**src/sv/bffs_ram.sv**
```systemverilog
module bffs_ram #(
    parameter int WIDTH = 8,
    parameter int DEPTH = 512,
    localparam int AW = (DEPTH > 1) ? $clog2(DEPTH) : 1
) (
    input  logic             clk,
    input  logic             we,
    input  logic [AW-1:0]    waddr,
    input  logic [WIDTH-1:0] wdata,
    input  logic [AW-1:0]    raddr,
    output logic [WIDTH-1:0] rdata
);

    logic [WIDTH-1:0] mem [DEPTH];

    always_ff @(posedge clk)
    begin
        if (we)
        begin
            mem[waddr] <= wdata;
        end
        rdata <= mem[raddr];
    end

endmodule

```
**config.mk**
```make
export PLATFORM = sky130hd
export DESIGN_NAME = bffs_ram
export DESIGN_NICKNAME = d
export VERILOG_FILES = /design/src/sv/bffs_ram.sv
export SDC_FILE = /design/constraint.sdc
export NUM_CORES = 2
export LEC_CHECK = 0
export BUFFER_PORTS_ARGS = -buffer_cell sky130_fd_sc_hd__buf_2
export CAP_MARGIN = 30
export CORE_MARGIN = 5
export CORE_UTILIZATION = 25
export DETAILED_ROUTE_END_ITERATION = 16
export HOLD_SLACK_MARGIN = 0.05
export SLEW_MARGIN = 10
export SYNTH_ARGS = -nofsm -noshare
export SYNTH_HDL_FRONTEND = slang
export SYNTH_SLANG_ARGS = --single-unit
```
**constraint.sdc**
```tcl
create_clock -name clk -period 3.1 [get_ports clk]
set_clock_uncertainty 0.2 [all_clocks]
set_input_delay 0.31 -clock clk [delete_from_list [all_inputs] [get_ports clk]]
set_output_delay 0.31 -clock clk [all_outputs]
set_load 0.01 [all_outputs]
```
== Yosys cells after proc, flatten, opt, wreduce, memory -nomap -nowiden ==
Memory sizes are Yosys's and may differ from the RTL's. A register that Yosys moved wholly into a read port is not among the register bits.
Index checks and enable logic that the tools add are counted.
Word-level totals
  memories: 1
  input port bits: 28
  bits in registers: 0
  memory bits (writable): 4096
  word-level logic and storage cells: 3
  output and inout bits: 8
Cells by class
  muxes and demuxes: 2
Memories
  mem: depth 512, width 8, rd ports 1, clocked after memory_dff 1, write ports 1, line 14  | logic [WIDTH-1:0] mem [DEPTH];
Operators by type and width (count)
  2-to-1 mux 1 bit: 2

== Logic depth before layout (Yosys ltp) ==
  depth in word-level cells: 2
  mapped depth: 12
  mapped depth without buffers: 7

== Worst setup path before layout ==
Ideal clock, no wire load.
  path kind: input to register
  from: input port raddr[0]
  to: register rdata[0] (read register of mem)
  setup time: 0.118 ns
  slack: 0.618 ns
  arrival: 2.164 ns
  stages: 10
  cell sequence: buf_4 buf_12 buf_12 buf_2 mux4_2 o21ai_0 nand3_1 nand4_1 o21ai_0 o2111a_1
RTL lines
  start: declaration: line 10  | input logic [AW-1:0] raddr,
  end: declaration: line 11  | output logic [WIDTH-1:0] rdata

==> results.py <==
metrics = {
    "status": {
        "outcome": "finished clean",
    },
    "worst_setup_path": {
        "cp_data_required_time_ns": 3.81,
        "crit_type": "flop to flop",
        "end_kind": "flop",
        "crit_path_max_fanout": 2,
        "cp-start-kind": "flop",
        "worstPathArrival_ns": 3.76,
    },
    "final_layout": {
        "final.fill_count": 61600,
        "syn2layout_area_growth_pct": 21.26,
        "final_cell_mix": "edfxtp_1 (4096), buf_4 (1216), mux2i_1 (797), mux4_2 (654), nor2_1 (594)",
        "nets": 9407,
        "drive_above_1_share_pct": 27.75,
        "fin_util_pct": 30.44,
        "finish.instance_area_sq_mm": 0.1939,
        "layout.cells.most_common": "edfxtp_1",
    },
    "die": {
        "start_util_pct": 25.10,
        "row_count": 293,
        "num_io_pins": 36,
        "die_h_um": 809.8,
        "dieArea_sq_mm": 0.6558,
        "core_area_sq_mm": 0.6372,
        "die_w_um": 809.8,
    },
    "power": {
        "p_leak_nw": 62.71,
        "pwr-share-comb_pct": 5.6,
        "p_per_area_mw_per_mm2": 598.1,
        "internal_power_w": 0.09112,
        "sw_frac_of_total_pct": 21.43,
        "seqPwrFrac_pct": 52.8,
        "p_switching_w": 0.02486,
        "clock_power_share_pct": 41.6,
        "ir_drop_v": 0.0004711,
    },
    "route": {
        "first_pass_iters": 5,
        "ant_nets": 0,
        "viasPerCell": 4.713,
        "drt_wl_total_um": 436600,
        "first_iter_violations": 9808,
        "drc": 0,
        "vias": 85440,
        "wire_per_inst_um": 24.08,
    },
    "run": {
        "drv_cap": 0,
    },
    "clock_tree": {
        "htree_levels": 5,
        "clkTransAtPathRegs_ns": 0.06,
        "clock_sinks": 4104,
        "cts.path.max_buffers": 4,
        "root_buffer": "clkbuf_16",
        "cts_tree": "yes",
        "clock_latency_ns": 0.96,
        "numCtsBuffers": 405,
    },
    "sta": {
        "max-slew-margin-rel_pct": 35.61,
        "layout_setup_ws_ns": 0.05155,
        "setup_violations": 0,
        "rsz0062_at_grt": "false",
        "worst_slew_pin_slew_ns": 0.9623,
        "whs_ns": 0.1339,
        "period_minus_slack_ns": 3.048,
        "drv_slew": 0,
        "final_hold_viol_count": 0,
        "min_period_over_period_pct": 98.34,
        "max_freq_mhz": 328.0,
        "fin_setup_tns_ns": 0,
    },
    "logic_synthesis": {
        "netlist_area_sq_mm": 0.1599,
        "synthFlopType": "edfxtp_1",
        "synth_nets": 8058,
        "syn-instance-count": 8030,
        "synth.distinct_cells": 51,
        "synth_seq_area_share_pct": 77.01,
        "syn_avg_cell_area_sq_um": 19.92,
        "synth-seq-cells": 4104,
        "synth-edff-count": 4096,
        "yosys_warnings": 0,
        "postSynth.asyncResetShare_pct": 0,
    },
    "hold_path": {
        "holdCritPathClass": "input port to flop",
    },
    "grt": {
        "grtUsageTotal_pct": 12.84,
        "grt_overflow": 0,
        "antenna_found_initial": 35,
        "grt_pass1_vias": 85370,
        "grt_max_degree": 117,
        "grt_first_pass_wirelength_um": 627300,
    },
    "place": {
        "preCtsSetupSlack_ns": -0.9083,
        "io_buffers": 35,
        "hpwl_um": 284900,
        "place_congestion": 0.8774,
        "placed_cell_area_sq_mm": 0.1808,
    },
}
cells in the mapped netlist (2+ instances only):
cell type	number	area share, %
buf_4	70	0.33
buf_1	41	0.096
edfxtp_1	4096	77
dfxtp_1	8	0.10
o311ai_0	5	0.027
inv_1	2	0.0047
clkbuf_1	265	0.62
a22oi_1	61	0.29
a21oi_1	194	0.61
buf_8	11	0.10
a2111oi_0	3	0.016
nor2_1	597	1.4
o21ai_0	118	0.37
nor4_1	36	0.14
buf_12	5	0.063
nand4_1	32	0.13
o221ai_1	371	2.0
o211ai_1	2	0.0094
buf_6	64	0.45
o22ai_1	163	0.64
or2_2	4	0.016
buf_2	57	0.18
a22o_1	5	0.027
nor3b_1	8	0.038
o2111a_1	8	0.056
mux4_2	654	9.2
nor3_1	109	0.34
nor2b_1	6	0.023
o31ai_1	13	0.061
and2_1	20	0.078
nand2b_1	4	0.016
o41ai_1	7	0.038
a211oi_1	17	0.080
or3_1	6	0.023
a31oi_1	2	0.0078
o22a_1	3	0.016
and3b_1	4	0.022
mux2i_1	797	5.0
a211o_1	2	0.011
nand3_1	36	0.11
nand2_1	111	0.26
and3_1	4	0.016
layer usage:
| layer | global-route usage, % | vias to the layer above | routed length, um |
|---|---|---|---|
| li1 | - | 36230 | - |
| met1 | 17.95 | 45040 | 184300 |
| met2 | 20.83 | 3518 | 207400 |
| met3 | 1.903 | 640 | 32140 |
| met4 | 3.548 | 8 | 12730 |
| met5 | 0 | - | 66 |
cell families (layout without fill, tap and decap cells):
family | after synthesis | count (layout) | share of synthesized area, %
DFF | 4104 | 4104 | 77.01
and+or+nand+nor | 980 | 980 | 2.631
other | 0 | 13 | 0
AOI/OAI and AO/OA | 979 | 979 | 4.313
muxes | 1451 | 1451 | 14.20
buffers and inverters | 516 | 2195 | 1.849
critical path, cell delays in order (launching register included):
cell and delay (ns):
edfxtp_1 0.33, mux2i_1 0.09, o221ai_1 0.27, a21oi_1 0.27, nor4_1 0.65, nand4_1 0.50, nor4_1 0.35, buf_4 0.17
o2111a_1 0.17
final timing paths:
check / startpoint / endpoint / slack [ns] / depth (start not counted)
setup reg to reg: mem[58][5] / rdata[5] / 0.05 / 8
setup / recovery: mem[58][5] / rdata[5] / 0.05 / 8
hold / removal: raddr[3] / rdata[5] / 0.13 / 5
hold reg to reg: mem[142][5] / rdata[5] / 0.95 / 4
stage by stage:
stage	power, W	std cells
floorplan	0.06523	8030
global placement	0.06881	17360
detailed placement	0.06886	17360
CTS	0.1168	18110
global route	0.1194	18120
finish	0.1160	18130
power groups by stage:
| stage | clock network [W] | registers, W | logic (W) |
|---|---|---|---|
| floorplan | 0 | 0.0623 | 0.00291 |
| global placement | 0 | 0.0624 | 0.00644 |
| detailed placement | 0 | 0.0624 | 0.00650 |
| CTS | 0.0491 | 0.0612 | 0.00654 |
| global route | 0.0515 | 0.0612 | 0.00683 |
| finish | 0.0483 | 0.0612 | 0.00652 |
state kept, by name, indices dropped and copies added (netlist names):
register and cells:
mem 4096, rdata 8
what timing repair did:
| item | CTS | global route |
|---|---|---|
| endpoints found under the hold margin | 4010 | 0 |
| cloned | 0 | 0 |
| setup buffers | 0 | 0 |
| hold buffers | 18 | 0 |
| setup endpoints to repair | 1 | 9 |
| resized for setup | 1 | 3 |
cell type report:
class                   instances  area (sq um)  area share, %
well taps                    8407         10520          5.424
repair buffers               1455         13300          6.859
clock inverters               229          2112          1.089
multi-input cells            3410         34010          17.54
inverters                       3         18.77       0.009678
diodes                         13         32.53        0.01678
clock buffers                 508         10770          5.555
flip-flops and latches       4104        123200          63.51
Power figures use the tool's default switching activity.
