`config.mk`:
```
export PLATFORM = sky130hd
export DESIGN_NAME = bffs_ctrl
export DESIGN_NICKNAME = d
export VERILOG_FILES = /design/src/sv/bffs_pkg.sv /design/src/sv/bffs_ctrl.sv
export SDC_FILE = /design/constraint.sdc
export NUM_CORES = 1
export LEC_CHECK = 0
export BUFFER_PORTS_ARGS = -buffer_cell sky130_fd_sc_hd__clkbuf_2
export CORE_AREA = 2 2 39 41
export DETAILED_ROUTE_END_ITERATION = 6
export DIE_AREA = 0 0 41 43
export HOLD_SLACK_MARGIN = 0.15
export PLACE_DENSITY = 0.65
export REMOVE_ABC_BUFFERS = 1
export SYNTH_ARGS = -nofsm -noshare
export SYNTH_HDL_FRONTEND = slang
export SYNTH_SLANG_ARGS = --single-unit
```
`constraint.sdc`:
```
create_clock -name clk -period 4.2 [get_ports clk]
set_input_delay 0.42 -clock clk [delete_from_list [all_inputs] [get_ports clk]]
set_output_delay 0.42 -clock clk [all_outputs]
set_load 0.01 [all_outputs]
```
`src/sv/bffs_pkg.sv`:
```
package bffs_pkg;

    // Widths of the stream words and of the bit index.
    localparam int IDX_W     = 12;
    localparam int IN_DATA_W = 16;
    localparam int OUT_DATA_W = 16;

    // Index space reachable through a 12-bit index.
    localparam int INDEX_SPAN = 4096;

    // De Bruijn constants for the trailing-zero count of one byte.
    localparam logic [31:0] DEBRUIJN_MUL   = 32'h077C_B531;
    localparam int          DEBRUIJN_SHIFT = 27;

    localparam logic [4:0] TZ_TABLE [32] = '{
        5'd0,  5'd1,  5'd28, 5'd2,  5'd29, 5'd14, 5'd24, 5'd3,
        5'd30, 5'd22, 5'd20, 5'd15, 5'd25, 5'd17, 5'd4,  5'd8,
        5'd31, 5'd27, 5'd13, 5'd23, 5'd21, 5'd19, 5'd16, 5'd7,
        5'd26, 5'd12, 5'd18, 5'd6,  5'd11, 5'd5,  5'd10, 5'd9
    };

    // Commands from the controller to the datapath.
    typedef struct packed {
        logic accept;     // latch the input word
        logic rd_byte;    // read the byte that holds the indexed bit
        logic rmw;        // update that byte and record the bit
        logic look;       // take the hint, or start a scan at byte zero
        logic scan_step;  // examine one scanned byte, issue the next read
        logic clr_step;   // clear one byte of the store
        logic load_out;   // move the finished result into the output register
        logic cfg_wr;     // write the extent register
    } cmd_t;

    // Status from the datapath to the controller.
    typedef struct packed {
        logic hint_valid;
        logic scan_done;
        logic clr_last;
    } status_t;

    // Position of the lowest set bit in a nonzero byte.
    function automatic logic [2:0] low_bit_pos(input logic [7:0] b);
        logic [31:0] iso;
        logic [31:0] prod;
        iso  = {24'd0, b & (~b + 8'd1)};
        prod = iso * DEBRUIJN_MUL;
        return TZ_TABLE[5'(prod >> DEBRUIJN_SHIFT)][2:0];
    endfunction

endpackage

```
`src/sv/bffs_ctrl.sv`:
```
module bffs_ctrl (
    input  logic              clk,
    input  logic              rst_n,
    input  logic              s_tvalid,
    output logic              s_tready,
    output logic              m_tvalid,
    input  logic              m_tready,
    input  logic              cfg_valid,
    output logic              cfg_ready,
    output bffs_pkg::cmd_t    cmd,
    input  bffs_pkg::status_t st
);
    import bffs_pkg::*;

    typedef enum logic [2:0] {
        S_CLEAR,
        S_IDLE,
        S_RD,
        S_RMW,
        S_LOOK,
        S_SCAN,
        S_DONE
    } state_t;

    state_t state_reg;
    state_t state_next;
    logic   out_valid_reg;
    logic   out_valid_next;

    always_comb
    begin
        state_next     = state_reg;
        out_valid_next = out_valid_reg;
        cmd            = '0;
        cmd.cfg_wr     = cfg_valid;
        if (out_valid_reg && m_tready)
        begin
            out_valid_next = 1'b0;
        end
        case (state_reg)
            S_CLEAR:
            begin
                cmd.clr_step = 1'b1;
                if (st.clr_last)
                begin
                    state_next = S_IDLE;
                end
            end
            S_IDLE:
            begin
                if (s_tvalid)
                begin
                    cmd.accept = 1'b1;
                    state_next = S_RD;
                end
            end
            S_RD:
            begin
                cmd.rd_byte = 1'b1;
                state_next  = S_RMW;
            end
            S_RMW:
            begin
                cmd.rmw    = 1'b1;
                state_next = S_LOOK;
            end
            S_LOOK:
            begin
                cmd.look   = 1'b1;
                state_next = st.hint_valid ? S_DONE : S_SCAN;
            end
            S_SCAN:
            begin
                cmd.scan_step = 1'b1;
                if (st.scan_done)
                begin
                    state_next = S_DONE;
                end
            end
            S_DONE:
            begin
                if (!out_valid_reg || m_tready)
                begin
                    cmd.load_out   = 1'b1;
                    out_valid_next = 1'b1;
                    state_next     = S_IDLE;
                end
            end
            default:
            begin
                state_next = S_IDLE;
            end
        endcase
    end

    always_ff @(posedge clk or negedge rst_n)
    begin
        if (!rst_n)
        begin
            state_reg     <= S_CLEAR;
            out_valid_reg <= 1'b0;
        end
        else
        begin
            state_reg     <= state_next;
            out_valid_reg <= out_valid_next;
        end
    end

    assign s_tready  = (state_reg == S_IDLE);
    assign m_tvalid  = out_valid_reg;
    assign cfg_ready = 1'b1;

endmodule

```
; Yosys cells after proc, flatten, opt, wreduce, memory -nomap -nowiden
; Cells that the tools add are included.
[totals]
output_inout_bits = 11
wordCells = 35
in_bits = 8
regBits = 4
[op_classes]
n_reduce_logical = 5
eq_ne = 10
muxes = 18
[op_table]
columns = cell, n
row1 = $pmux 3 s7, 1
row2 = $mux 1, 12
row3 = $mux 3, 4
row4 = $eq 3x3->1 const B, 3
row5 = $ne 2x2->1 const B, 4
row6 = $eq 3x2->1 const B, 2
row7 = $reduce_and 4->1, 1
row8 = $eq 3x1->1 const B, 1
row9 = $logic_not 3->1, 1
row10 = $mux 2, 1
row11 = $logic_and 1x1->1, 1
row12 = $logic_not 1->1, 1
row13 = $logic_or 1x1->1, 1

; Longest topological paths before layout
; Gate-level depths: netlist of the first run.
[depth]
ltp_word = 4
mapped_depth = 7
ltp_nobuf = 6

; Worst setup path after synthesis of the first run
; No wires, ideal clock.
[synth_path]
kind = register -> register
startpoint = register state_reg[1]
endpoint = register state_reg[0]
period_less_slack_ns = 1.512
setup_ns = 0.125
path_slack_ns = 2.688
n_path_buf = 1
path_stages_with_launch = 7
t_arrival_ns = 1.387
path_cell_list = dfrtp_1 buf_6 inv_1 ha_1 a31oi_1 o211ai_1 mux2_2
[synth_via]
elab_chain_len = 3
word_cells_on_any_way = 13
[synth_rtl]
columns = element, line
row1 = "start, declared", bffs_ctrl.sv:25  ; state_t state_reg;
row2 = "start signal, assigned", bffs_ctrl.sv:105  ; state_reg <= state_next;
row3 = "$eq 3x3->1, or another cell as far along", bffs_ctrl.sv:40  ; case (state_reg)
row4 = $ne 2x2->1 (no source line), n/a
row5 = $reduce_and 4->1 (no source line), n/a
; Several ways; a longest one is shown, not always the timed one.
; A chain may end at the register's enable or synchronous reset.

; Worst setup path after layout of the first run
[layout_path]
startpoint = register state_reg[0]
endpoint = output port s_tready
[layout_via]
elab_chain_len = 1
[layout_rtl]
columns = element, line
row1 = $eq 3x1->1, bffs_ctrl.sv:110  ; assign s_tready = (state_reg == S_IDLE);
row2 = "end, declared", bffs_ctrl.sv:5  ; output logic s_tready,
; Every way passes these cells.

==> flow_metrics.env, run 1 <==
export IMPL_min_to="m_tvalid"
export IMPL_grt_usage=0.106
export IMPL_seq_area_frac_synth=0.260
export IMPL_yosys_area_top_type="dfrtp_1"
export IMPL_drt_iter0_drc=3
export IMPL_utilization=0.343
export IMPL_syn_instance_count=49
export IMPL_grt_pass1_vias=301
export IMPL_avgRoutedWirePerCell_um=9.80
export IMPL_fin_skew_ps=3.40
export IMPL_syn_avg_cell_area_um2=7.86
export IMPL_port_buffers=15
export IMPL_overflow=0
export IMPL_p_per_area_mw_per_mm2=656
export IMPL_r2r_start="state_reg[1]"
export IMPL_rsz0062_at_grt="false"
export IMPL_yosysUniqueCellTypes=26
export IMPL_vdd_drop_max_mv=0.217
export IMPL_layout_common_cells="15 x clkbuf_2, 6 x nand2_1, 5 x inv_1, 4 x nor2_1, 4 x dfrtp_1"
export IMPL_antenna_cells=0
export IMPL_critical_path_arrival_ps=1420
export IMPL_cts_clk_slew_worst_paths_ps=40
export IMPL_num_rows=14
export IMPL_setup_worst_path_class="flip-flop to primary output"
export IMPL_dieArea_mm2=0.00176
export IMPL_min_path_type="input port to flip-flop"
export IMPL_hp_start="m_tready"
export IMPL_htree_levels=1
export IMPL_cts_setup_buffers=0
export IMPL_pin_count=19
export IMPL_clkLatencyLatePin_ps=230
export IMPL_route_met2_wl_um=393
export IMPL_grt_pass1_wl_um=1220
export IMPL_wl_met1_um=329
export IMPL_vias_per_cell=4.75
export IMPL_hold_buffers=1
export IMPL_r2r_cells=5
export IMPL_wl_met3_um=36
export IMPL_cts_sinks=4
export IMPL_end_kind="primary output"
export IMPL_fmax_mhz=542
export IMPL_hold_viol_final=0
export IMPL_r2r_end="state_reg[0]"
export IMPL_dr_pass1_iters=3
export IMPL_worstSetupStartpointType="flip-flop"
export IMPL_synth_seq_cells=4
export IMPL_core_mm2=0.00138
export IMPL_dieWidth_um=41
export IMPL_drt_drc_violations_left=0
export IMPL_synthTopCellsByArea="dfrtp_1 26%, buf_4 5.8%, nand2_1 5.8%"
export IMPL_min_period_over_period=0.439
export IMPL_hold_slack_ps=422
export IMPL_start_util=0.278
export IMPL_p_leak_nw=0.253
export IMPL_final_common_cell="clkbuf_2"
export IMPL_die_h_um=43
export IMPL_routed_wl_um=774
export IMPL_slew_viol_final=0
export IMPL_cp_max_fo=15
export IMPL_cts_made_buffers=3
export IMPL_crit_required_ps=3780
export IMPL_setup_viol=0
export IMPL_ys_warn_count=0
export IMPL_vias=375
export IMPL_hpwl_um=583
export IMPL_largest_reg_flops=3
export IMPL_area_delta_synth_final_pct=23.1
export IMPL_min_period_ps=1840
export IMPL_cts_buffer_depth=2
export IMPL_grt_max_degree=17
export IMPL_cts_resized=0
export IMPL_final_nets=74
export IMPL_drive_above_1_share=0.349
export IMPL_syn_cell_area_um2=385
export IMPL_top_layer="met4"
export IMPL_postRouteAntennaNets=0
export IMPL_cts_tree="built"
export IMPL_outcome="finished clean"
export IMPL_cts_root_buf="clkbuf_4"
export IMPL_r2r_slack_ps=2440
export IMPL_antenna_found_initial=0
export IMPL_hold_path_cell_count=2
export IMPL_place_gp_congestion=0.727
export IMPL_synth_top_area_frac=0.260
export IMPL_setup_tns_ps=0
export IMPL_max_cap_violations=0
worst max-delay path, cell delays in order, from the launching register on:
cell      delay, ps
dfrtp_1         580
or3b_4          440
inv_1            60
clkbuf_2        120
Yosys cell counts:
cell type,n
mux2i_1,2
ha_1,1
and3_1,2
inv_1,5
nor4bb_1,1
nor3b_1,2
mux2_2,1
buf_6,1
a2bb2oi_1,1
nand2_1,6
o211ai_1,1
conb_1,1
nand3b_1,1
a21boi_2,1
nor2_1,4
a31oi_1,1
o21ai_0,1
nand2b_1,1
or3b_4,1
buf_2,1
o32a_2,1
nor3_1,2
o21ai_1,3
dfrtp_1,4
a21oi_1,1
buf_4,3
routing by layer:
layer / track usage / vias to the layer above
met3: 0.0157 / 2
met2: 0.150 / 10
met5: 0 / -
li1: - / 194
met4: 0.100 / 0
met1: 0.126 / 169
kinds of logic (layout without fill, tap and decap cells):
logic type,Yosys count,after routing,synth area share
DFF,4,4,0.260
muxes,3,3,0.0812
other,1,1,0.00973
and+or+nand+nor,20,20,0.286
adders and majority gates,1,1,0.0325
buffers and inverters,10,24,0.149
AOI/OAI and AO/OA,10,10,0.182
area by class of cell:
| class | count | area (um^2) |
|---|---|---|
| repair buffers | 16 | 85.1 |
| inverters | 5 | 18.8 |
| clock buffers | 3 | 22.5 |
| flip-flops and latches | 4 | 100 |
| well taps | 16 | 20.0 |
| multi-input cells | 35 | 228 |
| fillers | 157 | 910 |
report_power, final:
group	switching (W)	internal [W]	leakage [nW]	total (W)
Combinational	0.0000810	0.0000913	0.188	0.000172
Sequential	0.0000397	0.0000524	0.0514	0.0000921
Clock	0.0000149	0.0000319	0.0138	0.0000469
Total	0.000136	0.000176	0.253	0.000311
metrics by stage:
step           worst slack, ps  std cells  area (um^2)  power, W
2_1_floorplan             2630         44          347  0.000213
3_3_place_gp              2490         75          442  0.000262
3_5_place_dp              2440         75          442  0.000267
4_1_cts                   2330         79          474  0.000317
5_1_grt                   2250         79          474  0.000347
6_report                  2360         79          474  0.000311
worst max path at each step:
stage                       startpoint           end  depth (start not counted)
after global placement    state_reg[1]  state_reg[0]                          5
after floorplan           state_reg[1]  state_reg[0]                          5
after CTS                 state_reg[0]      s_tready                          3
after global routing      state_reg[0]      s_tready                          3
final                     state_reg[0]      s_tready                          3
after detailed placement  state_reg[1]  state_reg[0]                          5
(Power assumes the default switching activity.)
==> run 2: changes to the inputs <==
==> constraint.sdc (replaced) <==
create_clock -name clk -period 1.9 [get_ports clk]
set_input_delay 0.19 -clock clk [delete_from_list [all_inputs] [get_ports clk]]
set_output_delay 0.19 -clock clk [all_outputs]
set_load 0.01 [all_outputs]
==> run 2 against run 1 <==
  * Routed wire length is 4.0% higher
  * Critical endpoint unchanged
  * Non-clock buffer count is 2 higher
  * Clock-buffer cell count stayed put
  * Largest cell class unchanged
==> flow_metrics.env, run 2 (synthesis results as in run 1) <==
export IMPL_layout_common_cells="15 x clkbuf_2, 6 x nand2_1, 5 x inv_1, 4 x nor2_1, 4 x dfrtp_1"
export IMPL_slew_viol_final=0
export IMPL_end_kind="primary output"
export IMPL_largest_reg_flops=3
export IMPL_antenna_found_initial=0
export IMPL_drt_iter0_drc=4
export IMPL_vdd_drop_max_mv=0.552
export IMPL_p_comb_frac=0.619
export IMPL_dieArea_mm2=0.00176
export IMPL_grt_pass1_vias=333
export IMPL_p_leak_nw=0.264
export IMPL_min_period_ps=1600
export IMPL_drive_above_1_share=0.369
export IMPL_final_common_cell="clkbuf_2"
export IMPL_vias_per_cell=4.63
export IMPL_cts_sinks=4
export IMPL_crit_required_ps=1710
export IMPL_antenna_cells=0
export IMPL_cts_made_buffers=3
export IMPL_intPower_w=0.000406
export IMPL_min_period_over_period=0.843
export IMPL_area_delta_synth_final_pct=26.9
export IMPL_fin_skew_ps=0.736
export IMPL_htree_levels=1
export IMPL_postRouteAntennaNets=0
export IMPL_port_buffers=15
export IMPL_cp_num_buf_inv=2
export IMPL_cts_tree="built"
export IMPL_outcome="finished clean"
export IMPL_avgRoutedWirePerCell_um=9.94
export IMPL_dieWidth_um=41
export IMPL_drt_drc_violations_left=0
export IMPL_cts_root_buf="clkbuf_4"
export IMPL_min_path_type="input port to flip-flop"
export IMPL_clkLatencyLatePin_ps=230
export IMPL_cp_max_fo=15
export IMPL_finish_instance_area_um2=489
export IMPL_switching_share=0.427
export IMPL_routed_wl_um=805
export IMPL_stdcell_count=81
export IMPL_core_mm2=0.00138
export IMPL_grt_max_degree=16
export IMPL_p_per_area_mw_per_mm2=1450
export IMPL_slowest_delay_ps=570
export IMPL_dp_slack_ps=402
export IMPL_place_gp_congestion=0.775
export IMPL_grt_usage=0.104
export IMPL_hold_slack_ps=196
export IMPL_fin_ws_ps=298
export IMPL_pwr_share_seq=0.232
export IMPL_clockPowerShare=0.149
export IMPL_cts_resized=0
export IMPL_grt_pass1_wl_um=1250
export IMPL_path_cells="or3b_4 > inv_1 > clkbuf_2"
export IMPL_hpwl_um=619
export IMPL_setup_viol=0
export IMPL_crit_slowest_cell="dfrtp_1"
export IMPL_placedCellCount=77
export IMPL_fmax_mhz=624
export IMPL_critical_path_arrival_ps=1410
export IMPL_p_sw_w=0.000303
export IMPL_hold_buffers=1
export IMPL_num_rows=14
export IMPL_cts_clk_slew_worst_paths_ps=40
export IMPL_dr_pass1_iters=2
export IMPL_cts_setup_buffers=0
export IMPL_pin_count=19
export IMPL_overflow=0
export IMPL_critPathTopFamily="flip-flops"
export IMPL_setup_tns_ps=0
export IMPL_setup_worst_path_class="flip-flop to primary output"
export IMPL_dpl_instance_area_um2=457
export IMPL_cts_buffer_depth=2
export IMPL_final_nets=76
export IMPL_max_cap_violations=0
export IMPL_hold_viol_final=0
export IMPL_rsz0062_at_grt="false"
export IMPL_vias=375
export IMPL_worstSetupStartpointType="flip-flop"
export IMPL_start_util=0.278
export IMPL_die_h_um=43
-- run 2: changes by cell type in the layout (fill, tap and decap cells not counted), sizes merged --
| cell | change |
|---|---|
| buf | +2 |
-- run 2: final cells by class --
class / count / area, um^2
fillers: 147 / 895
multi-input cells: 35 / 228
flip-flops and latches: 4 / 100
repair buffers: 18 / 100
clock buffers: 3 / 22.5
well taps: 16 / 20.0
inverters: 5 / 18.8
-- run 2: path summary, 6_finish.rpt --
check | slack (ps) | start | end | cells after the start
hold reg to reg | 580 | m_tvalid | m_tvalid | 2
max in group asynchronous | 1470 | rst_n | m_tvalid | 2
hold / removal | 200 | m_tready | m_tvalid | 2
setup / recovery | 300 | state_reg[0] | s_tready | 3
min in group asynchronous | 300 | rst_n | state_reg[2] | 2
setup reg to reg | 380 | state_reg[0] | state_reg[0] | 4
-- run 2: metrics by stage --
stage / total power, W / util
3_5_place_dp: 0.000610 / 0.330
6_report: 0.000709 / 0.354
2_1_floorplan: 0.000470 / -
4_1_cts: 0.000719 / 0.354
3_3_place_gp: 0.000601 / 0.330
5_1_grt: 0.000777 / 0.354
-- run 2: power by group through the flow --
| stage | combinational [W] | clock, W | sequential, W |
|---|---|---|---|
| finish | 0.000439 | 0.000106 | 0.000165 |
| global route | 0.000487 | 0.000116 | 0.000174 |
| global placement | 0.000438 | 0 | 0.000163 |
| detailed placement | 0.000445 | 0 | 0.000166 |
| CTS | 0.000445 | 0.000109 | 0.000165 |
| floorplan | 0.000288 | 0 | 0.000183 |
-- run 2: per-layer routing --
| metal | up-vias | global-route usage | wire (um) |
|---|---|---|---|
| met2 | 10 | 0.153 | 394 |
| met4 | 0 | 0.0800 | 14 |
| met3 | 2 | 0.0157 | 37 |
| met5 | - | 0 | 0 |
| li1 | 199 | - | - |
| met1 | 164 | 0.129 | 359 |
