$ cat config.mk
export PLATFORM = sky130hd
export DESIGN_NAME = bffs_dp
export DESIGN_NICKNAME = d
export VERILOG_FILES = /design/src/sv/bffs_pkg.sv /design/src/sv/bffs_dp.sv
export SDC_FILE = /design/constraint.sdc
export NUM_CORES = 1
export LEC_CHECK = 0
export BUFFER_PORTS_ARGS = -buffer_cell sky130_fd_sc_hd__buf_4
export CAP_MARGIN = 10
export CORE_MARGIN = 3
export CORE_UTILIZATION = 56
export CTS_BUF_LIST = sky130_fd_sc_hd__clkbuf_4
export DETAILED_ROUTE_END_ITERATION = 12
export HOLD_SLACK_MARGIN = 0.12
export PLACE_DENSITY = 0.8
export RECOVER_POWER = 50
export SYNTH_ARGS = -nofsm -noshare
export SYNTH_HDL_FRONTEND = slang
export SYNTH_SLANG_ARGS = --single-unit
$ cat constraint.sdc
create_clock -name clk -period 2.5 [get_ports clk]
set_input_delay 0.375 -clock clk [delete_from_list [all_inputs] [get_ports clk]]
set_output_delay 0.375 -clock clk [all_outputs]
set_load 0.01 [all_outputs]
$ cat src/sv/bffs_pkg.sv
package bffs_pkg;

    // Widths of the stream words and of the bit index.
    localparam int IDX_W     = 12;
    localparam int IN_DATA_W = 16;
    localparam int OUT_DATA_W = 16;

    // Index space reachable through a 12-bit index.
    localparam int INDEX_SPAN = 4096;

    // De Bruijn constants for the trailing-zero count of one byte.
    localparam logic [31:0] DEBRUIJN_MUL   = 32'h077C_B531;
    localparam int          DEBRUIJN_SHIFT = 27;

    localparam logic [4:0] TZ_TABLE [32] = '{
        5'd0,  5'd1,  5'd28, 5'd2,  5'd29, 5'd14, 5'd24, 5'd3,
        5'd30, 5'd22, 5'd20, 5'd15, 5'd25, 5'd17, 5'd4,  5'd8,
        5'd31, 5'd27, 5'd13, 5'd23, 5'd21, 5'd19, 5'd16, 5'd7,
        5'd26, 5'd12, 5'd18, 5'd6,  5'd11, 5'd5,  5'd10, 5'd9
    };

    // Commands from the controller to the datapath.
    typedef struct packed {
        logic accept;     // latch the input word
        logic rd_byte;    // read the byte that holds the indexed bit
        logic rmw;        // update that byte and record the bit
        logic look;       // take the hint, or start a scan at byte zero
        logic scan_step;  // examine one scanned byte, issue the next read
        logic clr_step;   // clear one byte of the store
        logic load_out;   // move the finished result into the output register
        logic cfg_wr;     // write the extent register
    } cmd_t;

    // Status from the datapath to the controller.
    typedef struct packed {
        logic hint_valid;
        logic scan_done;
        logic clr_last;
    } status_t;

    // Position of the lowest set bit in a nonzero byte.
    function automatic logic [2:0] low_bit_pos(input logic [7:0] b);
        logic [31:0] iso;
        logic [31:0] prod;
        iso  = {24'd0, b & (~b + 8'd1)};
        prod = iso * DEBRUIJN_MUL;
        return TZ_TABLE[5'(prod >> DEBRUIJN_SHIFT)][2:0];
    endfunction

endpackage

$ cat src/sv/bffs_dp.sv
module bffs_dp #(
    parameter int BITS = 4096,
    localparam int STORE_BYTES = (BITS + 7) / 8,
    localparam int DEPTH = (STORE_BYTES < 512) ? STORE_BYTES : 512,
    localparam int AW = (DEPTH > 1) ? $clog2(DEPTH) : 1
) (
    input  logic                              clk,
    input  logic                              rst_n,
    input  bffs_pkg::cmd_t                    cmd,
    output bffs_pkg::status_t                 st,
    input  logic [bffs_pkg::IN_DATA_W-1:0]    in_data,
    input  logic [bffs_pkg::IDX_W-1:0]        cfg_data,
    output logic [bffs_pkg::OUT_DATA_W-1:0]   out_data,
    output logic                              ram_we,
    output logic [AW-1:0]                     ram_waddr,
    output logic [7:0]                        ram_wdata,
    output logic [AW-1:0]                     ram_raddr,
    input  logic [7:0]                        ram_rdata
);
    import bffs_pkg::*;

    localparam int EXT_TOP = (BITS - 1 < INDEX_SPAN - 1) ? BITS - 1 : INDEX_SPAN - 1;
    localparam logic [IDX_W-1:0] EXT_MAX = IDX_W'(EXT_TOP);

    // Request and result registers.
    logic [IDX_W-1:0]      idx_reg;
    logic                  wr_reg;
    logic                  val_reg;
    logic                  oor_reg;
    logic                  bitv_reg;
    logic [IDX_W-1:0]      first_reg;
    logic                  none_reg;
    logic [OUT_DATA_W-1:0] out_reg;

    // Control state.
    logic [IDX_W-1:0] ext_reg;
    logic [IDX_W-1:0] hint_reg;
    logic             hint_valid_reg;
    logic [AW-1:0]    clr_addr_reg;
    logic [AW-1:0]    scan_addr_reg;

    logic [AW-1:0]    byte_addr;
    logic [AW-1:0]    last_addr;
    logic [AW-1:0]    scan_next;
    logic [7:0]       mask;
    logic [7:0]       new_byte;
    logic             do_write;
    logic             bit_now;
    logic [2:0]       tz;
    logic [IDX_W-1:0] hit_pos;
    logic             hit_ok;
    logic             byte_nz;
    logic             at_last;
    logic [IDX_W-1:0] in_index;
    logic [IDX_W-1:0] ext_next;

    assign in_index  = in_data[IDX_W-1:0];
    assign ext_next  = (cfg_data > EXT_MAX) ? EXT_MAX : cfg_data;
    assign byte_addr = idx_reg[3 +: AW];
    assign last_addr = ext_reg[3 +: AW];
    assign at_last   = (scan_addr_reg == last_addr);
    assign scan_next = at_last ? scan_addr_reg : scan_addr_reg + 1'b1;
    assign mask      = 8'd1 << idx_reg[2:0];
    assign new_byte  = val_reg ? (ram_rdata | mask) : (ram_rdata & ~mask);
    assign do_write  = wr_reg && !oor_reg;
    assign bit_now   = !oor_reg && (((do_write ? new_byte : ram_rdata) & mask) != 8'd0);
    assign byte_nz   = (ram_rdata != 8'd0);
    assign tz        = low_bit_pos(ram_rdata);
    assign hit_pos   = IDX_W'({scan_addr_reg, tz});
    assign hit_ok    = (hit_pos <= ext_reg);

    assign st.hint_valid = hint_valid_reg;
    assign st.scan_done  = byte_nz || at_last;
    assign st.clr_last   = (clr_addr_reg == AW'(DEPTH - 1));

    always_comb
    begin
        ram_we    = 1'b0;
        ram_waddr = byte_addr;
        ram_wdata = new_byte;
        if (cmd.clr_step)
        begin
            ram_we    = 1'b1;
            ram_waddr = clr_addr_reg;
            ram_wdata = 8'd0;
        end
        else if (cmd.rmw && do_write)
        begin
            ram_we = 1'b1;
        end

        if (cmd.look)
        begin
            ram_raddr = '0;
        end
        else if (cmd.scan_step)
        begin
            ram_raddr = scan_next;
        end
        else
        begin
            ram_raddr = byte_addr;
        end
    end

    // Control state with reset.
    always_ff @(posedge clk or negedge rst_n)
    begin
        if (!rst_n)
        begin
            ext_reg        <= EXT_MAX;
            hint_reg       <= '0;
            hint_valid_reg <= 1'b0;
            clr_addr_reg   <= '0;
        end
        else
        begin
            if (cmd.clr_step)
            begin
                clr_addr_reg <= clr_addr_reg + 1'b1;
            end
            if (cmd.cfg_wr)
            begin
                ext_reg        <= ext_next;
                hint_valid_reg <= 1'b0;
            end
            else if (cmd.rmw && do_write)
            begin
                if (val_reg && hint_valid_reg && (idx_reg < hint_reg))
                begin
                    hint_reg <= idx_reg;
                end
                else if (!val_reg && hint_valid_reg && (idx_reg == hint_reg))
                begin
                    hint_valid_reg <= 1'b0;
                end
            end
            else if (cmd.scan_step && byte_nz && hit_ok)
            begin
                hint_reg       <= hit_pos;
                hint_valid_reg <= 1'b1;
            end
        end
    end

    // Payload registers.
    always_ff @(posedge clk)
    begin
        if (cmd.accept)
        begin
            idx_reg <= in_index;
            wr_reg  <= in_data[IDX_W];
            val_reg <= in_data[IDX_W+1];
            oor_reg <= (in_index > ext_reg);
        end
        if (cmd.rmw)
        begin
            bitv_reg <= bit_now;
        end
        if (cmd.look)
        begin
            scan_addr_reg <= '0;
            first_reg     <= hint_reg;
            none_reg      <= 1'b0;
        end
        if (cmd.scan_step)
        begin
            scan_addr_reg <= scan_next;
            if (byte_nz && hit_ok)
            begin
                first_reg <= hit_pos;
                none_reg  <= 1'b0;
            end
            else
            begin
                first_reg <= '0;
                none_reg  <= 1'b1;
            end
        end
        if (cmd.load_out)
        begin
            out_reg <= {1'b0, oor_reg, none_reg, first_reg, bitv_reg};
        end
    end

    assign out_data = out_reg;

endmodule

Yosys cells after proc, flatten, opt, wreduce, memory -nomap -nowiden
Memory sizes are Yosys's and may differ from the RTL's. Index checks and enable logic that the tools add are counted. W data, S select, Z words.

Register bits: 87. Bits in latches: 0. RAM bits: 0. ROM bits: 160. Bits of input ports: 46. Logic and storage cells: 86. Memories: 1.

Memory list: (name not given) (words 32, width 5, read ports 1, clocked after Yosys merged registers in 0, wr ports 0, line bffs_pkg.sv:47) `return TZ_TABLE[5'(prod >> DEBRUIJN_SHIFT)][2:0];`.

$add $sub $neg: 3. Multiply operators: 1. Divide/modulo/power cells: 0. Order comparisons: 5. Equality and inequality tests: 6. Shift-type cells: 1. Mux-type cells: 28. Bitwise operators: 8. Reduce and logical (&&, ||, !) cells: 20.

Operator list (count): $mux W12 (7); $mux W9 (6); $mul A8 B27 Y32 const B (1); $and A8 B8 Y8 (3); $mux W8 (3); $add A9 B1 Y9 const B (2); $not A8 Y8 (2); $reduce_bool A8 Y1 (2); $eq A12 B12 Y1 (1); $gt A12 B12 Y1 (1); $gt A12 B12 Y1 const B (1); $le A12 B12 Y1 (1); $lt A12 B12 Y1 (1); $logic_and A1 B1 Y1 (10); $mux W1 (10); $eq A9 B9 Y1 (1); $eq A9 B9 Y1 const B (1); $add A8 B1 Y8 const B (1); $or A8 B8 Y8 (1); $shl A1 B3 Y8 const A (1); $ge A6 B6 Y1 const B (1); $mux W3 (2); $not A5 Y6 (1); $reduce_and A3 Y1 (2); other kinds (8) (10).

Logic depth before layout (Yosys ltp)
Gate-level depths: netlist (run 1).

Depth after elaboration: 13. Mapped depth: 42. Gate-level depth less buffers: 41.

Worst setup path after synthesis (run 1)
OpenSTA, ideal clock, no wires.

Path type: input-to-reg. From: input port ram_rdata[0]. To: register hint_reg[1]. Setup time: 0.132 ns. Data arrival time: 8.658 ns. Data required time: 2.368 ns. Setup slack: -6.290 ns. Stages on the path: 41. Path buffers: 1. Path through: nor2_1 inv_1 or3_1 nor3_1 nand2_1 ha_1 inv_1 ha_1 inv_1 fa_1 inv_1 fa_1 inv_1 fa_1 inv_1 ha_1 nand2_1 nor2_1 [... 5 more ...] ha_1 nand2_1 o21ai_0 nand2_1 o41ai_1 a211o_1 o311a_1 inv_1 ha_1 o21a_1 o21a_1 o21ai_0 o211a_1 o21bai_1 o32ai_1 clkbuf_1 a22o_1 a211oi_2.

Longest elaborated chain between the ends: 12. Elaborated cells on any way between the ends: 16. Classes of those cells: add/sub (1); mul (1); order compare (1); mux (4); bitwise (3); reduce/logical (5); memory (1).

Ends and longest elaborated chain: start: declaration (line bffs_dp.sv:18) `input logic [7:0] ram_rdata`; $not A8 Y8 (line bffs_pkg.sv:45) `iso = {24'd0, b & (~b + 8'd1)};`; $add A8 B1 Y8 (line bffs_pkg.sv:45); $and A8 B8 Y8 (line bffs_pkg.sv:45); $mul A8 B27 Y32 (line bffs_pkg.sv:46) `prod = iso * DEBRUIJN_MUL;`; $not A5 Y6 (not written as such) (line bffs_pkg.sv:47); $mem_v2 Z32 W5; $mux W3 (not written as such) (2 in series) (line bffs_pkg.sv:47); $le A12 B12 Y1 (line bffs_dp.sv:70) `assign hit_ok = (hit_pos <= ext_reg);`; $logic_and A1 B1 Y1 (line bffs_dp.sv:138) `else if (cmd.scan_step && byte_nz && hit_ok)`; $reduce_bool A2 Y1 (no source line); $reduce_and A3 Y1 (no source line); end signal: assignment (line bffs_dp.sv:131) `hint_reg <= idx_reg;`; end signal: assignment (line bffs_dp.sv:140) `hint_reg <= hit_pos;`; end: declaration (line bffs_dp.sv:37) `logic [IDX_W-1:0] hint_reg;`.

Several ways; a longest one is shown, not always the timed one. The select of a mux whose other input is x is not followed. A chain may end at the register's enable or synchronous reset.

Worst setup path in the final report (run 1)
From: input port ram_rdata[0]. To: register hint_reg[4].

Longest elaborated chain between the ends: 12. Elaborated cells on any way between the ends: 14. Classes of those cells: add/sub (1); mul (1); order compare (1); mux (2); bitwise (3); reduce/logical (5); memory (1).

Ends and longest elaborated chain (line): $not A8 Y8 (bffs_pkg.sv:45); $add A8 B1 Y8 (bffs_pkg.sv:45); $and A8 B8 Y8 (bffs_pkg.sv:45); $mul A8 B27 Y32 (bffs_pkg.sv:46); $not A5 Y6 (not written as such) (bffs_pkg.sv:47); $mem_v2 Z32 W5; $mux W3 (not written as such) (2 in series) (bffs_pkg.sv:47); $le A12 B12 Y1 (bffs_dp.sv:70); $logic_and A1 B1 Y1 (*) (bffs_dp.sv:138); $reduce_bool A2 Y1 (no source line) (*); $reduce_and A3 Y1 (no source line) (*).

Mark *: on every way between the ends. The rest lies on a longest branch, timed or not. The select of a mux whose other input is x is not followed.

==> flow_metrics.env, run 1 <==
export IMPL_wire_per_inst_um=23.67
export IMPL_n_fill_cell=688
export IMPL_clk_path_buf_depth=2
export IMPL_port_buffers=87
export IMPL_p_per_area_mw_per_mm2=596.4
export IMPL_drive_above_1_share_pct=38.86
export IMPL_fmax_mhz=122.4
export IMPL_final_setup_viol_count=39
export IMPL_multiInputGateArea_mm2=0.005720
export IMPL_regArea_mm2=0.002457
export IMPL_synth_edf_count=53
export IMPL_ff2ff_setup_slack_ns=-0.61
export IMPL_holdPathEnd="ext_reg[11]"
export IMPL_die_area_mm2=0.01591
export IMPL_track_usage_pct=34.16
export IMPL_status="finished with violations"
export IMPL_globalRouteOverflowTotal=0
export IMPL_synth_xor_area_share_pct=2.167
export IMPL_vias=8433
export IMPL_cp_start_kind="primary input"
export IMPL_rows=43
export IMPL_detail_route_antenna_nets=0
export IMPL_netlist_area_leader_share_pct=19.69
export IMPL_synthCells=842
export IMPL_via_per_inst=6.365
export IMPL_path_clk_slew_ns=0.14
export IMPL_cts_made_buffers=9
export IMPL_whs_ns=0.1053
export IMPL_r2r_end="first_reg[2]"
export IMPL_crit_fanout=4
export IMPL_synth_mux_area_share_pct=4.396
export IMPL_grt_antenna_before_repair=0
export IMPL_crit_path_max_incr_delay_ns=0.60
export IMPL_required_ns=2.92
export IMPL_synth_adder_area_share_pct=29.20
export IMPL_htreeDepth=3
export IMPL_core_area_mm2=0.01399
export IMPL_period_share_pct=326.9
export IMPL_finalCriticalPeriod_ns=8.172
export IMPL_max_cap_violations=1
export IMPL_syn2layout_area_growth_pct=41.76
export IMPL_cts_tree="done"
export IMPL_hold_class="in2reg"
export IMPL_ios=92
export IMPL_cts_sinks=87
export IMPL_largest_reg_flops=15
export IMPL_drtPass1Iterations=8
export IMPL_cpMaxStageDelayCell="fa_1"
export IMPL_hold_viol_final=0
export IMPL_ir_worst_vdd_v=0.0004660
export IMPL_relSlewSlack_pct=-41.84
export IMPL_yosys_warnings=0
export IMPL_detailedRoute_firstIterationViolations=1107
export IMPL_initial_utilization_pct=57.78
export IMPL_yosysTopAreaCell="edfxtp_1"
export IMPL_antennaDiodeCount=0
export IMPL_synth_area_per_cell_um2=9.599
export IMPL_grt_pass1_wl_um=42910
export IMPL_p_leak_nw=5.608
export IMPL_end_kind="register"
export IMPL_yosysUniqueCellTypes=70
export IMPL_worstHoldStart="cfg_data[11]"
export IMPL_async_flop_share_pct=39.08
export IMPL_synth_commonest_cells="136 x inv_1, 107 x ha_1, 65 x nor2_1"
export IMPL_grt_max_degree=35
export IMPL_dieWidth_um=126.1
export IMPL_final_max_slew_viol_count=35
export IMPL_wl_um=31370
export IMPL_nets=1344
export IMPL_synth_top_family_by_area="adder cells"
export IMPL_violations="capacitance limit, slew limit, setup timing"
export IMPL_crit_type="in2reg"
export IMPL_ctsRootBufferMaster="clkbuf_4"
export IMPL_cp_arrival_ns=8.59
export IMPL_skew_ns=0.02277
export IMPL_yosysSeqAreaShare_pct=30.40
export IMPL_gp_congestion=0.9406
export IMPL_first_global_vias=8256
export IMPL_min_path_cells=3
export IMPL_hpwl_um=17680
export IMPL_tightest_slew_ns=2.128
export IMPL_r2r_start="ext_reg[11]"
export IMPL_clk_latency_ns=0.50
export IMPL_yosys_area_share_simple_pct=14.43
export IMPL_drc_errors=0
export IMPL_synth_area_leaders="edfxtp_1 20%, ha_1 17%, fa_1 13%"
export IMPL_post_place_ws_ns=-5.694
export IMPL_ys_flop_type="edfxtp_1"
export IMPL_syn_area_mm2=0.008083
export IMPL_ys_ff_latch=87
export IMPL_setup_ws_ns=-5.672
export IMPL_rsz0062_at_grt="true"
export IMPL_die_h_um=126.1
export IMPL_synth_most_common_cell="inv_1"
export IMPL_synth_compound_area_share_pct=11.56
export IMPL_r2r_cells=18
cell type report:
type / count / area share, %
clock inverters: 6 / 0.7425
clock buffers: 10 / 0.6552
inverters: 137 / 4.575
flip-flops and latches: 87 / 21.45
multi-input cells: 602 / 49.92
well taps: 180 / 1.965
repair buffers: 303 / 20.69
worst max-delay path by stage:
stage,startpoint,end,depth (start not counted)
global placement,ram_rdata[1],hint_reg[0],41
floorplan,ram_rdata[1],hint_reg[1],40
finish,ram_rdata[0],hint_reg[4],39
detailed placement,ram_rdata[1],first_reg[1],42
global route,ram_rdata[0],hint_reg[4],40
CTS,ram_rdata[0],hint_reg[0],41
metal layers:
metal / track usage [%] / vias to the layer above / part of all wire, %
li1: - / 3484 / -
met1: 43.80 / 3903 / 34
met2: 54.46 / 783 / 44
met3: 8.227 / 263 / 13
met4: 16.78 / 0 / 8.8
met5: 0 / - / 0
report_power, final:
part	internal (W)	total [W]	switching, W
registers	0.00185	0.00212	0.000265
clock network	0.000413	0.000954	0.000541
logic	0.00177	0.00376	0.00199
total	0.00404	0.00683	0.00279
critical path, delay by kind of cell:
family,cells,cell delay [ns]
adders and majority gates,8,2.87
AOI/OAI and AO/OA,9,2.29
and+or+nand+nor,10,1.63
buffers and inverters,11,1.11
xor gates and xnor gates,1,0.30
cells by family after synthesis:
family / count (synthesis)
AOI/OAI and AO/OA: 142
muxes: 34
other: 2
and+or+nand+nor: 234
buffers and inverters: 165
adders and majority gates: 158
xor gates and xnor gates: 20
DFF: 87
through the flow:
step	cells	utilization (%)	total power, W	cell area [um2]	TNS (ns)
6_report	1325	81.91	0.006834	11460	-148.81
5_1_grt	1325	81.91	0.007081	11460	-150.70
4_1_cts	1314	80.10	0.006067	11200	-131.12
3_5_place_dp	1256	73.54	0.004895	10290	-143.92
3_3_place_gp	1256	73.54	0.004755	10290	-138.28
2_1_floorplan	854	-	0.003684	8298	-133.50
placed cells by master, fill, tap and decap left out, types with 6 or more instances in the layout:
cell           count
a211oi_2           9
a21o_1            10
a21oi_1           26
a21oi_2           12
buf_4            253
buf_6             11
clkbuf_1          10
clkbuf_4          14
conb_1            14
dfrtp_1           22
dfstp_2           12
dlygate4sd3_1     20
edfxtp_1          53
fa_1              50
ha_1              91
ha_4              15
inv_1            117
inv_2             16
mux2_2            12
mux2i_1           21
nand2_1           53
nand2_4            6
nand2b_1           9
nand3_1           12
nand4_1           20
nor2_1            48
nor2_2            10
nor2_4             7
nor2b_1            9
nor3_1            10
nor3_2             7
o21a_1             7
o21ai_0           23
o22ai_2            6
or3_1              6
xnor2_1           11
repair_timing:
action / 4_1_cts / 5_1_grt
buffers inserted: 21 / 10
resized for setup: 85 / 52
pin swaps: 56 / 17
setup endpoints to repair: 36 / 37
gates cloned: 2 / 0
hold endpoints to repair: 40 / 1
hold buffers: 19 / 1
No activity file was read; power rests on OpenSTA's default activity.
==> inputs of run 2 (changes only) <==
Settings changed: PLACE_DENSITY 0.8 to default, PLACE_DENSITY_LB_ADDON from default to 0.15.
==> flow_metrics.env, run 2 (same netlist as run 1, synthesis figures left out) <==
export IMPL_clk_latency_ns=0.46
export IMPL_drive_above_1_share_pct=37.00
export IMPL_crit_path_max_incr_delay_ns=0.56
export IMPL_vias=7536
export IMPL_required_ns=2.85
export IMPL_violations="capacitance limit, slew limit, setup timing"
export IMPL_final_common_cell="buf_4"
export IMPL_grt_max_degree=39
export IMPL_relSlewSlack_pct=-28.32
export IMPL_end_kind="register"
export IMPL_pwr_share_clk_pct=13.3
export IMPL_final_setup_viol_count=36
export IMPL_first_global_vias=7704
export IMPL_grt_antenna_before_repair=0
export IMPL_n_fill_cell=860
export IMPL_drtPass1Iterations=5
export IMPL_crit_type="in2reg"
export IMPL_grt_pass1_wl_um=38030
export IMPL_max_cap_violations=1
export IMPL_hold_viol_final=0
export IMPL_power_w=0.006269
export IMPL_via_per_inst=5.683
export IMPL_hpwl_um=18350
export IMPL_ios=92
export IMPL_critPathBufInv=10
export IMPL_period_share_pct=306.6
export IMPL_cts_sinks=87
export IMPL_initial_utilization_pct=57.78
export IMPL_die_h_um=126.1
export IMPL_syn2layout_area_growth_pct=39.78
export IMPL_cts_made_buffers=9
export IMPL_swShare_pct=38.53
export IMPL_rows=43
export IMPL_final_core_util_pct=80.77
export IMPL_wire_per_inst_um=18.66
export IMPL_largest_reg_flops=15
export IMPL_cp_start_kind="primary input"
export IMPL_fmax_mhz=130.4
export IMPL_dieWidth_um=126.1
export IMPL_core_area_mm2=0.01399
export IMPL_rsz0062_at_grt="true"
export IMPL_p_leak_nw=5.575
export IMPL_drc_errors=0
export IMPL_place_inst=1259
export IMPL_p_sw_w=0.002416
export IMPL_cts_tree="done"
export IMPL_finalCriticalPeriod_ns=7.666
export IMPL_status="finished with violations"
export IMPL_globalRouteOverflowTotal=0
export IMPL_ctsRootBufferMaster="clkbuf_4"
export IMPL_detail_route_antenna_nets=0
export IMPL_port_buffers=87
export IMPL_p_int_w=0.003853
export IMPL_setup_ws_ns=-5.166
export IMPL_tightest_slew_ns=1.925
export IMPL_track_usage_pct=29.88
export IMPL_detailedRoute_firstIterationViolations=657
export IMPL_crit_fanout=4
export IMPL_ir_worst_vdd_v=0.0005434
export IMPL_skew_ns=0.01927
export IMPL_p_per_area_mw_per_mm2=554.9
export IMPL_clk_path_buf_depth=2
export IMPL_path_clk_slew_ns=0.14
export IMPL_nets=1345
export IMPL_die_area_mm2=0.01591
export IMPL_final_max_slew_viol_count=35
export IMPL_crit_family="adder cells"
export IMPL_htreeDepth=3
export IMPL_wl_um=24750
export IMPL_final_cell_count_no_fill=1326
export IMPL_p_comb_share_pct=53.6
export IMPL_layout_common_cells="267 x buf_4, 121 x inv_1, 94 x ha_1, 54 x nor2_1, 54 x nand2_1"
export IMPL_hold_class="in2reg"
export IMPL_antennaDiodeCount=0
export IMPL_cpMostUsedCell="inv_2"
export IMPL_gp_congestion=0.9158
export IMPL_cpMaxStageDelayCell="fa_1"
export IMPL_cp_arrival_ns=8.02
export IMPL_seqPwrFrac_pct=33.0
==> run 2: cell count changes in the layout (fill, tap and decap cells not counted), moves of 3 or more <==
cell           before  now
buf_4             253  267
a21oi_1            26   35
a21oi_2            12    3
nor2_1             48   54
inv_2              16   11
buf_6              11    7
dlygate4sd3_1      20   16
inv_1             117  121
nor2_4              7    3
buf_8               4    1
ha_1               91   94
xnor2_1            11    8
xnor2_2             0    3
==> run 2: path summary, 6_finish.rpt <==
check                                        to  slack, ns    startpoint  depth (start not counted)
worst max-delay path                hint_reg[2]      -5.17  ram_rdata[1]                         41
worst min-delay path                ext_reg[11]       0.13  cfg_data[11]                          3
worst max register to register      hint_reg[2]      -0.24   ext_reg[10]                         13
worst min register to register     out_data[13]       0.44      none_reg                          0
max in group asynchronous       clr_addr_reg[3]       0.42         rst_n                          2
min in group asynchronous           hint_reg[8]       0.97         rst_n                          2
==> run 2: worst register-to-register path, cell delays in order (launching register included) <==
cell and delay [ns]:
dfstp_2 0.55, inv_2 0.05, ha_4 0.26, nand4_1 0.15, nor2_2 0.18, nand2_2 0.12, buf_4 0.15, buf_4 0.13
nor2_1 0.18, o21bai_4 0.10, o32ai_2 0.27, buf_4 0.18, nor2_1 0.06, a211oi_1 0.26
==> run 2: cell type report <==
| class | count | area [um2] | area share, % |
|---|---|---|---|
| sequential | 87 | 2457 | 21.75 |
| clock buffer | 10 | 75.07 | 0.6645 |
| inverter | 137 | 524.3 | 4.640 |
| tap | 180 | 225.2 | 1.993 |
| clock inverter | 6 | 67.56 | 0.5980 |
| timing repair buffer | 304 | 2315 | 20.49 |
| multi-input combinational | 602 | 5634 | 49.87 |
==> run 2: power by group through the flow <==
stage	sequential (W)	combinational, W	clock (W)
finish	0.00207	0.00336	0.000837
global route	0.00210	0.00365	0.000897
CTS	0.00206	0.00318	0.000831
detailed placement	0.00208	0.00285	0
global placement	0.00206	0.00273	0
floorplan	0.00204	0.00165	0
==> run 2: through the flow <==
step	setup WS, ns	setup TNS, ns	hold slack [ns]	cell area [um2]
2_1_floorplan	-5.331	-133.50	0.07941	8298
3_3_place_gp	-5.466	-138.81	0.3467	10300
3_5_place_dp	-5.679	-143.60	0.3504	10300
4_1_cts	-5.131	-131.53	0.1239	11120
5_1_grt	-5.446	-143.28	0.1261	11300
6_report	-5.166	-134.43	0.1315	11300
==> run 2: metal layers <==
metal / part of all wire, % / up-vias / GRT usage (%) / routed length (um)
met2: 47 / 378 / 47.82 / 11660
met4: 2.7 / 0 / 7.129 / 669
met3: 8.2 / 74 / 6.022 / 2030
li1: - / 3480 / - / -
met1: 42 / 3604 / 42.21 / 10390
met5: 0 / - / 0 / 0
==> run 2: what timing repair did <==
item	CTS	global route
endpoints found under the setup margin	36	37
hold endpoints to repair	32	5
setup buffers	26	10
hold buffers	11	5
pin swaps	47	20
resized for setup	70	25
